### src/cse_pkg.sv
// ----------------------------------------------------------------------------
// cse_pkg
// shared types and codes for the cbor scalar encoder
// ----------------------------------------------------------------------------
package cse_pkg;

    localparam logic [2:0] OP_INT       = 3'd0;
    localparam logic [2:0] OP_TEXT_HDR  = 3'd1;
    localparam logic [2:0] OP_TEXT_BYTE = 3'd2;
    localparam logic [2:0] OP_BOOL      = 3'd3;
    localparam logic [2:0] OP_NULL      = 3'd4;

    localparam logic [7:0] HDR_UINT8    = 8'h18;
    localparam logic [7:0] HDR_UINT16   = 8'h19;
    localparam logic [7:0] HDR_UINT64   = 8'h1B;
    localparam logic [7:0] HDR_NINT64   = 8'h3B;
    localparam logic [7:0] HDR_TEXT     = 8'h60;
    localparam logic [7:0] HDR_TEXT8    = 8'h78;
    localparam logic [7:0] HDR_TEXT64   = 8'h7B;
    localparam logic [7:0] SIMPLE_TRUE  = 8'hF5;
    localparam logic [7:0] SIMPLE_FALSE = 8'hF4;
    localparam logic [7:0] SIMPLE_NULL  = 8'hF6;

    localparam int JOB_BYTES = 9;
    localparam int JOB_BITS  = 8 * JOB_BYTES;
    localparam int CNT_BITS  = 4;

    typedef struct packed {
        logic [2:0]         opcode;
        logic signed [63:0] int_value;
        logic [31:0]        text_length;
        logic [7:0]         text_byte;
        logic               bool_value;
    } cmd_t;

    typedef struct packed {
        logic [7:0] out_byte;
        logic       last;
    } result_t;

    // bytes left-aligned, first byte out in the top lane
    typedef struct packed {
        logic [JOB_BITS-1:0] bytes;
        logic [CNT_BITS-1:0] count;
    } job_t;

endpackage

### src/cbor_scalar_encoder.sv
// ----------------------------------------------------------------------------
// cbor_scalar_encoder
// encodes scalar items into a stream of cbor bytes, last byte marked
// ----------------------------------------------------------------------------
// An item is taken when start is high and busy is low. Each item yields one
// to nine bytes on result, one per cycle with strobe high, and result.last set
// on its final byte; the receiver cannot stall. Single-byte items (text data,
// small integers, booleans, null) sustain one item per cycle; a longer item
// holds the byte serializer until its last byte is out, which sets the rate. A
// two-entry queue sits between the classifier and the serializer, and busy
// rises only while that queue is full. The first byte passes through the queue,
// the shift register and the result register. Unused opcodes give no bytes.
module cbor_scalar_encoder
    import cse_pkg::*;
(
    input  logic    clk,
    input  logic    rst_n,
    input  logic    start,
    output logic    busy,
    input  cmd_t    cmd,
    output logic    strobe,
    output result_t result
);

    logic accept;
    logic push;
    logic pop;
    logic empty;
    logic full;
    job_t push_job;
    job_t head_job;

    assign busy   = full;
    assign accept = start && !full;

    cse_front u_front
    (
        .accept (accept),
        .cmd    (cmd),
        .push   (push),
        .job    (push_job)
    );

    cse_queue u_queue
    (
        .clk      (clk),
        .rst_n    (rst_n),
        .push     (push),
        .push_job (push_job),
        .pop      (pop),
        .head_job (head_job),
        .empty    (empty),
        .full     (full)
    );

    cse_back u_back
    (
        .clk      (clk),
        .rst_n    (rst_n),
        .empty    (empty),
        .head_job (head_job),
        .pop      (pop),
        .strobe   (strobe),
        .result   (result)
    );

endmodule

### src/cse_front.sv
// ----------------------------------------------------------------------------
// cse_front
// classifies an accepted item into a left-aligned byte string and length
// ----------------------------------------------------------------------------
module cse_front
    import cse_pkg::*;
(
    input  logic accept,
    input  cmd_t cmd,
    output logic push,
    output job_t job
);

    logic [63:0] iv;
    logic [31:0] len;

    assign iv  = cmd.int_value;
    assign len = cmd.text_length;

    always_comb
    begin
        push      = accept;
        job.bytes = '0;
        job.count = '0;
        case (cmd.opcode)
            OP_INT:
            begin
                if (iv[63])
                begin
                    job.bytes = {HDR_NINT64, ~iv};
                    job.count = CNT_BITS'(9);
                end
                else if (iv[63:5] == '0 && iv[4:0] <= 5'd23)
                begin
                    job.bytes = {iv[7:0], 64'd0};
                    job.count = CNT_BITS'(1);
                end
                else if (iv[63:8] == '0)
                begin
                    job.bytes = {HDR_UINT8, iv[7:0], 56'd0};
                    job.count = CNT_BITS'(2);
                end
                else if (iv[63:16] == '0)
                begin
                    job.bytes = {HDR_UINT16, iv[15:0], 48'd0};
                    job.count = CNT_BITS'(3);
                end
                else
                begin
                    job.bytes = {HDR_UINT64, iv};
                    job.count = CNT_BITS'(9);
                end
            end
            OP_TEXT_HDR:
            begin
                if (len[31:5] == '0 && len[4:0] <= 5'd23)
                begin
                    job.bytes = {HDR_TEXT | len[7:0], 64'd0};
                    job.count = CNT_BITS'(1);
                end
                else if (len[31:8] == '0)
                begin
                    job.bytes = {HDR_TEXT8, len[7:0], 56'd0};
                    job.count = CNT_BITS'(2);
                end
                else
                begin
                    job.bytes = {HDR_TEXT64, 32'd0, len};
                    job.count = CNT_BITS'(9);
                end
            end
            OP_TEXT_BYTE:
            begin
                job.bytes = {cmd.text_byte, 64'd0};
                job.count = CNT_BITS'(1);
            end
            OP_BOOL:
            begin
                job.bytes = {(cmd.bool_value ? SIMPLE_TRUE : SIMPLE_FALSE), 64'd0};
                job.count = CNT_BITS'(1);
            end
            OP_NULL:
            begin
                job.bytes = {SIMPLE_NULL, 64'd0};
                job.count = CNT_BITS'(1);
            end
            default:
            begin
                // unused opcode, item dropped
                push = 1'b0;
            end
        endcase
    end

endmodule

### src/cse_queue.sv
// ----------------------------------------------------------------------------
// cse_queue
// two-entry queue of classified jobs between front and back
// ----------------------------------------------------------------------------
module cse_queue
    import cse_pkg::*;
(
    input  logic clk,
    input  logic rst_n,
    input  logic push,
    input  job_t push_job,
    input  logic pop,
    output job_t head_job,
    output logic empty,
    output logic full
);

    job_t       mem_reg [2];
    logic       wr_ptr_reg;
    logic       wr_ptr_next;
    logic       rd_ptr_reg;
    logic       rd_ptr_next;
    logic [1:0] count_reg;
    logic [1:0] count_next;
    logic       do_push;
    logic       do_pop;

    assign empty    = (count_reg == 2'd0);
    assign full     = (count_reg == 2'd2);
    assign head_job = mem_reg[rd_ptr_reg];
    assign do_push  = push && !full;
    assign do_pop   = pop && !empty;

    always_comb
    begin
        wr_ptr_next = wr_ptr_reg ^ do_push;
        rd_ptr_next = rd_ptr_reg ^ do_pop;
        count_next  = count_reg + {1'b0, do_push} - {1'b0, do_pop};
    end

    always_ff @(posedge clk or negedge rst_n)
    begin
        if (!rst_n)
        begin
            wr_ptr_reg <= 1'b0;
            rd_ptr_reg <= 1'b0;
            count_reg  <= 2'd0;
        end
        else
        begin
            wr_ptr_reg <= wr_ptr_next;
            rd_ptr_reg <= rd_ptr_next;
            count_reg  <= count_next;
        end
    end

    always_ff @(posedge clk)
    begin
        if (do_push)
        begin
            mem_reg[wr_ptr_reg] <= push_job;
        end
    end

endmodule

### src/cse_back.sv
// ----------------------------------------------------------------------------
// cse_back
// shifts out one job byte per cycle into the registered result port
// ----------------------------------------------------------------------------
module cse_back
    import cse_pkg::*;
(
    input  logic    clk,
    input  logic    rst_n,
    input  logic    empty,
    input  job_t    head_job,
    output logic    pop,
    output logic    strobe,
    output result_t result
);

    logic [JOB_BITS-1:0] shift_reg;
    logic [JOB_BITS-1:0] shift_next;
    logic [CNT_BITS-1:0] cnt_reg;
    logic [CNT_BITS-1:0] cnt_next;
    logic                strobe_reg;
    logic                strobe_next;
    result_t             result_reg;
    result_t             result_next;

    // take the next job when idle or on the last byte of the current one
    assign pop = !empty && (cnt_reg <= CNT_BITS'(1));

    always_comb
    begin
        strobe_next          = (cnt_reg != '0);
        result_next.out_byte = shift_reg[JOB_BITS-1 -: 8];
        result_next.last     = (cnt_reg == CNT_BITS'(1));
        if (pop)
        begin
            shift_next = head_job.bytes;
            cnt_next   = head_job.count;
        end
        else if (cnt_reg != '0)
        begin
            shift_next = {shift_reg[JOB_BITS-9:0], 8'd0};
            cnt_next   = cnt_reg - CNT_BITS'(1);
        end
        else
        begin
            shift_next = shift_reg;
            cnt_next   = cnt_reg;
        end
    end

    always_ff @(posedge clk or negedge rst_n)
    begin
        if (!rst_n)
        begin
            cnt_reg    <= '0;
            strobe_reg <= 1'b0;
        end
        else
        begin
            cnt_reg    <= cnt_next;
            strobe_reg <= strobe_next;
        end
    end

    always_ff @(posedge clk)
    begin
        shift_reg  <= shift_next;
        result_reg <= result_next;
    end

    assign strobe = strobe_reg;
    assign result = result_reg;

endmodule

### config.mk
export PLATFORM = sky130hd
export DESIGN_NAME = cbor_scalar_encoder
export DESIGN_NICKNAME = d
export VERILOG_FILES = /design/src/cse_pkg.sv /design/src/cbor_scalar_encoder.sv /design/src/cse_front.sv /design/src/cse_queue.sv /design/src/cse_back.sv
export SDC_FILE = /design/constraint.sdc
export NUM_CORES = 1
export LEC_CHECK = 0
export BUFFER_PORTS_ARGS = -buffer_cell sky130_fd_sc_hd__buf_2
export CAP_MARGIN = 0
export CORE_MARGIN = 8
export CORE_UTILIZATION = 53
export DETAILED_ROUTE_END_ITERATION = 7
export GPL_ROUTABILITY_DRIVEN = 0
export PLACE_DENSITY = 0.83
export SLEW_MARGIN = 20
export SYNTH_ARGS = -nofsm -noshare
export SYNTH_HDL_FRONTEND = slang
export SYNTH_HIERARCHICAL = 1
export SYNTH_SLANG_ARGS = --single-unit
export TNS_END_PERCENT = 100
### constraint.sdc
create_clock -name clk -period 3.8 [get_ports clk]
set_input_delay 0.57 -clock clk [delete_from_list [all_inputs] [get_ports clk]]
set_output_delay 0.57 -clock clk [all_outputs]
set_load 0.05 [all_outputs]
==> results of run 1 <==
-- cell families (layout without fill, tap and decap cells) --
logic type                 count (synthesis)  count (layout)  share of synthesized area
xor gates and xnor gates                  58              58                    0.04517
DFF                                      242             242                     0.6342
AOI/OAI and AO/OA                         97              97                    0.06253
other                                      1               1                  0.0003335
buffers and inverters                     50             187                    0.02570
muxes                                    141             141                     0.1531
and+or+nand+nor                          139             139                    0.07232
adders and majority gates                  6               6                   0.006675
-- stage by stage --
step           power, mW  instances  utilization
2_1_floorplan      5.774        734            -
3_3_place_gp       6.258       1100       0.5778
3_5_place_dp       6.336       1100       0.5778
4_1_cts            8.667       1146       0.6146
5_1_grt            8.955       1146       0.6146
6_report           8.605       1146       0.6146
-- cell usage in the layout (no fill, tap or decap), drive strengths merged, types with 3 or more instances in the layout --
cell	n
buf	132
or3	5
inv	9
nor4	21
o21ai	20
mux2	140
a22o	24
dfxtp	9
nand4	4
nand2b	4
or2	5
xor2	30
nand2	30
nor2	33
edfxtp	224
o21bai	3
a31o	5
xnor2	28
dfrtp	9
clkbuf	31
and2	13
o2bb2ai	5
a31oi	3
and3	8
clkinv	12
nor3	4
nand3	6
ha	6
a211o	8
a21oi	17
-- critical path: cells and delay by family (launching register included) --
kind,cells,cell delay (ps)
AO/OA/AOI/OAI,1,330
flip-flops,1,400
adder cells (fa/ha/maj),1,280
multiplexers,1,450
buffers and inverters,2,830
AND/OR/NAND/NOR,1,180
-- worst paths after layout --
check / start / to / slack, ps
max reg2reg: u_back/cnt_reg[0] / u_back/shift_reg[33] / 1020
min reg2reg: u_back/shift_reg[70] / u_back/result[7] / 340
max in group asynchronous: rst_n / u_queue/rd_ptr_reg / 3140
min: u_back/shift_reg[70] / u_back/result[7] / 340
min in group asynchronous: rst_n / u_queue/count_reg[1] / 450
max: u_back/cnt_reg[0] / u_back/shift_reg[33] / 1020
-- routing by layer --
metal / share of wire / vias to the layer above / GRT usage
li1: - / 3028 / -
met1: 0.39 / 3328 / 0.2482
met2: 0.49 / 380 / 0.3266
met3: 0.082 / 72 / 0.03822
met4: 0.040 / 0 / 0.07870
met5: 0 / - / 0
-- layout make-up --
cell class / instances / area, sq um
sequential: 242 / 7136
fill: 1596 / 8077
clock inverter: 14 / 112.6
tap: 275 / 344.1
inverter: 9 / 33.78
timing repair buffer: 133 / 738.2
multi-input combinational: 442 / 3866
clock buffer: 31 / 648.1
-- power breakdown --
part	internal (mW)	switching [mW]
clock network	1.34	0.964
logic	1.12	1.15
registers	3.73	0.299
total	6.19	2.41
-- repair_timing --
item	in CTS	in global routing
buffers inserted	0	0
hold buffers	1	0
endpoints found under the hold margin	9	0
==> impl_metrics.env, run 1 <==
export IMPL_rsz0062_at_grt="false"
export IMPL_worst_slew_pin_slew_ps=967.2
export IMPL_syn_num_nets=851
export IMPL_setup_violations=0
export IMPL_final_hold_viol_count=0
export IMPL_syn_avg_cell_area_sq_um=15.32
export IMPL_cts_repair_resized=0
export IMPL_maxCapViolCount=0
export IMPL_finalCritPeriodShare=0.7308
export IMPL_design_area_sq_um=12880
export IMPL_clock_path_buffers=3
export IMPL_synth_edf_count=224
export IMPL_final_nets=970
export IMPL_finalMaxSlewViolations=0
export IMPL_die_h_microns=161.7
export IMPL_crit_chain="inv_1 > ha_1 > o21bai_1 > or2_2 > buf_4 > mux2_2"
export IMPL_vias_per_cell=5.941
export IMPL_htree_levels=1
export IMPL_ys_warn_count=6
export IMPL_required_ps=4040
export IMPL_ys_types=57
export IMPL_crit_type="flip-flop to flip-flop"
export IMPL_ant_nets=0
export IMPL_cp_max_fo=68
export IMPL_grt_max_degree=70
export IMPL_synth_seq_area_share=0.6342
export IMPL_hp_class="flip-flop to flip-flop"
export IMPL_ys_flop_type="edfxtp_1"
export IMPL_drt_wl_total_mm=26.01
export IMPL_fin_crit_ps=2777
export IMPL_start_util=0.5367
export IMPL_min_path_cells=0
export IMPL_numCtsBuffers=25
export IMPL_die_width_microns=161.7
export IMPL_grt_pass1_wl_mm=39.69
export IMPL_avgRoutedWirePerCell_microns=22.70
export IMPL_rows=53
export IMPL_power_density_nw_per_um2=668.1
export IMPL_r2r_cells=6
export IMPL_preCtsSetupSlack_ps=999.1
export IMPL_route_detailed_drc=0
export IMPL_syn2layout_area_growth_pct=14.52
export IMPL_slew_headroom=0.3552
export IMPL_grt_ovfl_total=0
export IMPL_fmax_mhz=360.1
export IMPL_clock_root_buffer="clkbuf_16"
export IMPL_drive_gt1_frac=0.3892
export IMPL_cp_end_kind="flip-flop"
export IMPL_clk_latency_ps=500
export IMPL_synth_area_leaders="edfxtp_1, mux2_2, mux2_4, xor2_1, xnor2_1"
export IMPL_numClockSinks=242
export IMPL_antenna_found_initial=0
export IMPL_cp_start_kind="flip-flop"
export IMPL_p_leak_nw=4.995
export IMPL_ys_ff_latch=242
export IMPL_vias=6808
export IMPL_worst_slack_ps=1023
export IMPL_cp_arrival_ps=3020
export IMPL_worst_path_max_delay_cell="buf_4"
export IMPL_synthArstFlopShare=0.03719
export IMPL_diodes=0
export IMPL_io_pins=122
export IMPL_netlist_area_sq_um=11250
export IMPL_syn_inst=734
export IMPL_setup_tns_ps=0
export IMPL_synth_most_common_cell="edfxtp_1"
export IMPL_synthTopCellsByCount="edfxtp_1, mux2_2, mux2_4"
export IMPL_dr_pass1_iters=5
export IMPL_status="finished, final reports clean"
export IMPL_port_buffers=121
export IMPL_grt_pass1_vias=7003
export IMPL_drt_iter0_drc=655
export IMPL_vdd_drop_max_uv=337.1
export IMPL_dieArea_sq_um=26140
export IMPL_path_clk_slew_ps=60
export IMPL_largest_reg_flops=152
export IMPL_grt_total_usage=0.1959
export IMPL_netlist_area_leader_share=0.5981
export IMPL_skew_ps=8.220
export IMPL_synth_largest_area_cell="edfxtp_1"
export IMPL_hold_slack_ps=340.0
export IMPL_placed_cell_area_sq_um=12110
export IMPL_core_area_sq_um=20960
export IMPL_slowest_delay_ps=730
export IMPL_dp_hpwl_mm=17.36
export IMPL_cts_tree="done"
No activity file was read; power rests on OpenSTA's default activity.
==> run 2: changes to the inputs <==
--- a/config.mk
+++ b/config.mk
@@ -5,13 +5,14 @@
 export SDC_FILE = /design/constraint.sdc
 export NUM_CORES = 1
 export LEC_CHECK = 0
+export ABC_AREA = 1
 export BUFFER_PORTS_ARGS = -buffer_cell sky130_fd_sc_hd__buf_2
 export CAP_MARGIN = 0
 export CORE_MARGIN = 8
-export CORE_UTILIZATION = 53
+export CORE_UTILIZATION = 54
 export DETAILED_ROUTE_END_ITERATION = 7
 export GPL_ROUTABILITY_DRIVEN = 0
-export PLACE_DENSITY = 0.83
+export PLACE_DENSITY = 0.84
 export SLEW_MARGIN = 20
 export SYNTH_ARGS = -nofsm -noshare
 export SYNTH_HDL_FRONTEND = slang
==> constraint.sdc (replaced) <==
create_clock -name clk -period 2.5 [get_ports clk]
set_input_delay 0.375 -clock clk [delete_from_list [all_inputs] [get_ports clk]]
set_output_delay 0.375 -clock clk [all_outputs]
set_load 0.05 [all_outputs]
==> run 2 against run 1 <==
  * Worst setup slack worse by 630 ps
  * Register-to-register slack worse by 630 ps
  * Core utilization up 2.2 points
  * Via count up 36%
  * Largest power group unchanged
==> impl_metrics.env, run 2 <==
export IMPL_diodes=0
export IMPL_grt_pass1_wl_mm=47.35
export IMPL_r2r_cells=8
export IMPL_ys_types=39
export IMPL_crit_end="u_queue/mem_reg[0][37]"
export IMPL_synthXorXnorAreaFrac=0.02553
export IMPL_rr_endpoint="u_queue/mem_reg[0][37]"
export IMPL_synth_fa_ha_area_frac=0.006435
export IMPL_rsz0062_at_grt="false"
export IMPL_synthTopCellsByCount="nand2_1, edfxtp_1, nor2_1"
export IMPL_final_cell_mix="nand2_1, edfxtp_1, buf_2"
export IMPL_cts_repair_resized=0
export IMPL_syn2layout_area_growth_pct=14.98
export IMPL_syn_avg_cell_area_sq_um=9.281
export IMPL_setup_worst_path_start="u_queue/count_reg[1]"
export IMPL_p_total_mw=13.01
export IMPL_fin_util=0.6361
export IMPL_port_buffers=121
export IMPL_final_hold_viol_count=0
export IMPL_fin_crit_ps=2103
export IMPL_netlist_area_sq_um=11670
export IMPL_power_switching_share=0.3255
export IMPL_clock_root_buffer="clkbuf_16"
export IMPL_synth_area_leaders="edfxtp_1, nand2_1, nor2_1, nand3_1, inv_1"
export IMPL_final_common_cell="nand2_1"
export IMPL_syn_inst=1257
export IMPL_reg2reg_slack_ps=400
export IMPL_synth_most_common_cell="nand2_1"
export IMPL_slew_headroom=0.4012
export IMPL_numClockSinks=242
export IMPL_power_density_nw_per_um2=970.2
export IMPL_setup_violations=0
export IMPL_io_pins=122
export IMPL_synth_compound_area_frac=0.03250
export IMPL_grt_max_degree=82
export IMPL_clock_path_buffers=3
export IMPL_crit_type="flip-flop to flip-flop"
export IMPL_status="finished, final reports clean"
export IMPL_stdcell_count=1668
export IMPL_finalMaxSlewViolations=0
export IMPL_netlist_area_leader_share=0.5766
export IMPL_skew_ps=16.88
export IMPL_ant_nets=0
export IMPL_ys_ff_latch=242
export IMPL_drt_wl_total_mm=30.69
export IMPL_placed_cells=1627
export IMPL_start_util=0.5532
export IMPL_dieArea_sq_um=26560
export IMPL_drive_gt1_frac=0.1608
export IMPL_vias_per_cell=5.550
export IMPL_vdd_drop_max_uv=470.0
export IMPL_ys_warn_count=6
export IMPL_die_h_microns=163.0
export IMPL_fillers=1627
export IMPL_synthArstFlopShare=0.03719
export IMPL_htree_levels=1
export IMPL_cp_end_kind="flip-flop"
export IMPL_rr_startpoint="u_queue/count_reg[1]"
export IMPL_seqPwrFrac=0.456
export IMPL_cp_arrival_ps=2290
export IMPL_drt_iter0_drc=1288
export IMPL_avgRoutedWirePerCell_microns=18.40
export IMPL_grt_ovfl_total=0
export IMPL_route_detailed_drc=0
export IMPL_grt_pass1_vias=9031
export IMPL_core_area_sq_um=21090
export IMPL_ys_flop_type="edfxtp_1"
export IMPL_clk_latency_ps=510
export IMPL_power_switching_mw=4.237
export IMPL_maxCapViolCount=0
export IMPL_numCtsBuffers=22
export IMPL_vias=9258
export IMPL_die_width_microns=163.0
export IMPL_synth_largest_area_cell="edfxtp_1"
export IMPL_p_int_mw=8.778
export IMPL_synth_seq_area_share=0.6113
export IMPL_cts_tree="done"
export IMPL_synth_edf_count=224
export IMPL_synth_top_family_by_area="simple AND/OR/NAND/NOR gates"
export IMPL_required_ps=2690
export IMPL_p_leak_nw=5.991
export IMPL_hp_class="input pin to flip-flop"
export IMPL_pwr_share_comb=0.275
export IMPL_fmax_mhz=475.6
export IMPL_dr_pass1_iters=5
export IMPL_syn_num_nets=1374
export IMPL_grt_total_usage=0.2268
export IMPL_cp_max_fo=34
export IMPL_path_clk_slew_ps=60
export IMPL_rows=53
export IMPL_cp_start_kind="flip-flop"
export IMPL_synth_simple_gate_area_frac=0.2666
export IMPL_worst_slew_pin_slew_ps=898.3
export IMPL_synthMuxAreaShare=0
export IMPL_finalCritPeriodShare=0.8411
export IMPL_antenna_found_initial=1
export IMPL_final_nets=1494
export IMPL_dp_hpwl_mm=21.31
export IMPL_p_clk_frac=0.269
export IMPL_largest_reg_flops=152
[run 2: changes by cell type after synthesis, sizes merged, moves of 24 or more]
cell / delta
nand2: +532
mux2: -140
nor2: +83
inv: +74
nand3: +54
xor2: -29
a22o: -24
[run 2: logic make-up after synthesis]
kind of cell / Yosys count
XOR/XNOR: 34
adder cells (fa/ha/maj): 6
flip-flops: 242
other: 1
buffers and inverters: 138
AND/OR/NAND/NOR: 768
AO/OA/AOI/OAI: 68
[run 2: how the worst min path moves through the flow]
stage	from	slack, ps	endpoint	cells past startpoint
2_1_floorplan	rst_n	80	u_back/cnt_reg[0]	0
3_3_place_gp	rst_n	240	u_back/strobe	1
3_5_place_dp	rst_n	240	u_back/strobe	1
4_1_cts	cmd[26]	200	u_queue/mem_reg[0][21]	3
5_1_grt	cmd[8]	210	u_queue/mem_reg[0][75]	3
6_report	cmd[8]	200	u_queue/mem_reg[0][75]	3
[run 2: power by group through the flow]
stage / Sequential, mW / Clock [mW] / Combinational [mW]
finish: 5.93 / 3.51 / 3.57
detailed placement: 6.01 / 0 / 3.51
CTS: 5.93 / 3.54 / 3.55
floorplan: 6.15 / 0 / 2.23
global placement: 5.95 / 0 / 3.40
global route: 6.01 / 3.69 / 3.92
[run 2: cell type report]
class                   count  area, sq um  share of cell area
repair buffers            151        958.4             0.07145
flip-flops and latches    242         7133              0.5318
inverters                  83        316.6             0.02360
multi-input cells         877         3910              0.2915
clock inverters            12        157.7             0.01175
clock buffers              28        594.3             0.04431
well taps                 275        344.1             0.02565
[run 2: layer usage]
layer	track usage	wire length (microns)
met3	0.03969	3432
met5	0	12
met4	0.07673	924
met2	0.3650	14180
met1	0.3067	12140
[run 2: per-stage QoR]
stage	area [sq um]	TNS [ps]	hold WS (ps)	setup WS, ps
after detailed placement	12650	0	244.0	142.6
after global routing	13410	0	213.7	283.7
after floorplan	11670	-132230	79.41	-870.0
final	13410	0	201.2	397.2
after CTS	13410	0	195.6	412.9
after global placement	12650	0	242.0	106.3
[run 2: what timing repair did]
| item | CTS | global route |
|---|---|---|
| setup buffers | 0 | 0 |
| endpoints found under the hold margin | 9 | 0 |
| hold buffers | 1 | 0 |
[run 2: critical path: stages, from the launching register on]
cell	delay, ps
dfrtp_1	380
inv_1	120
nor2_1	90
nor2_2	150
o21a_1	150
o21ai_0	120
inv_1	160
ha_4	350
buf_12	280
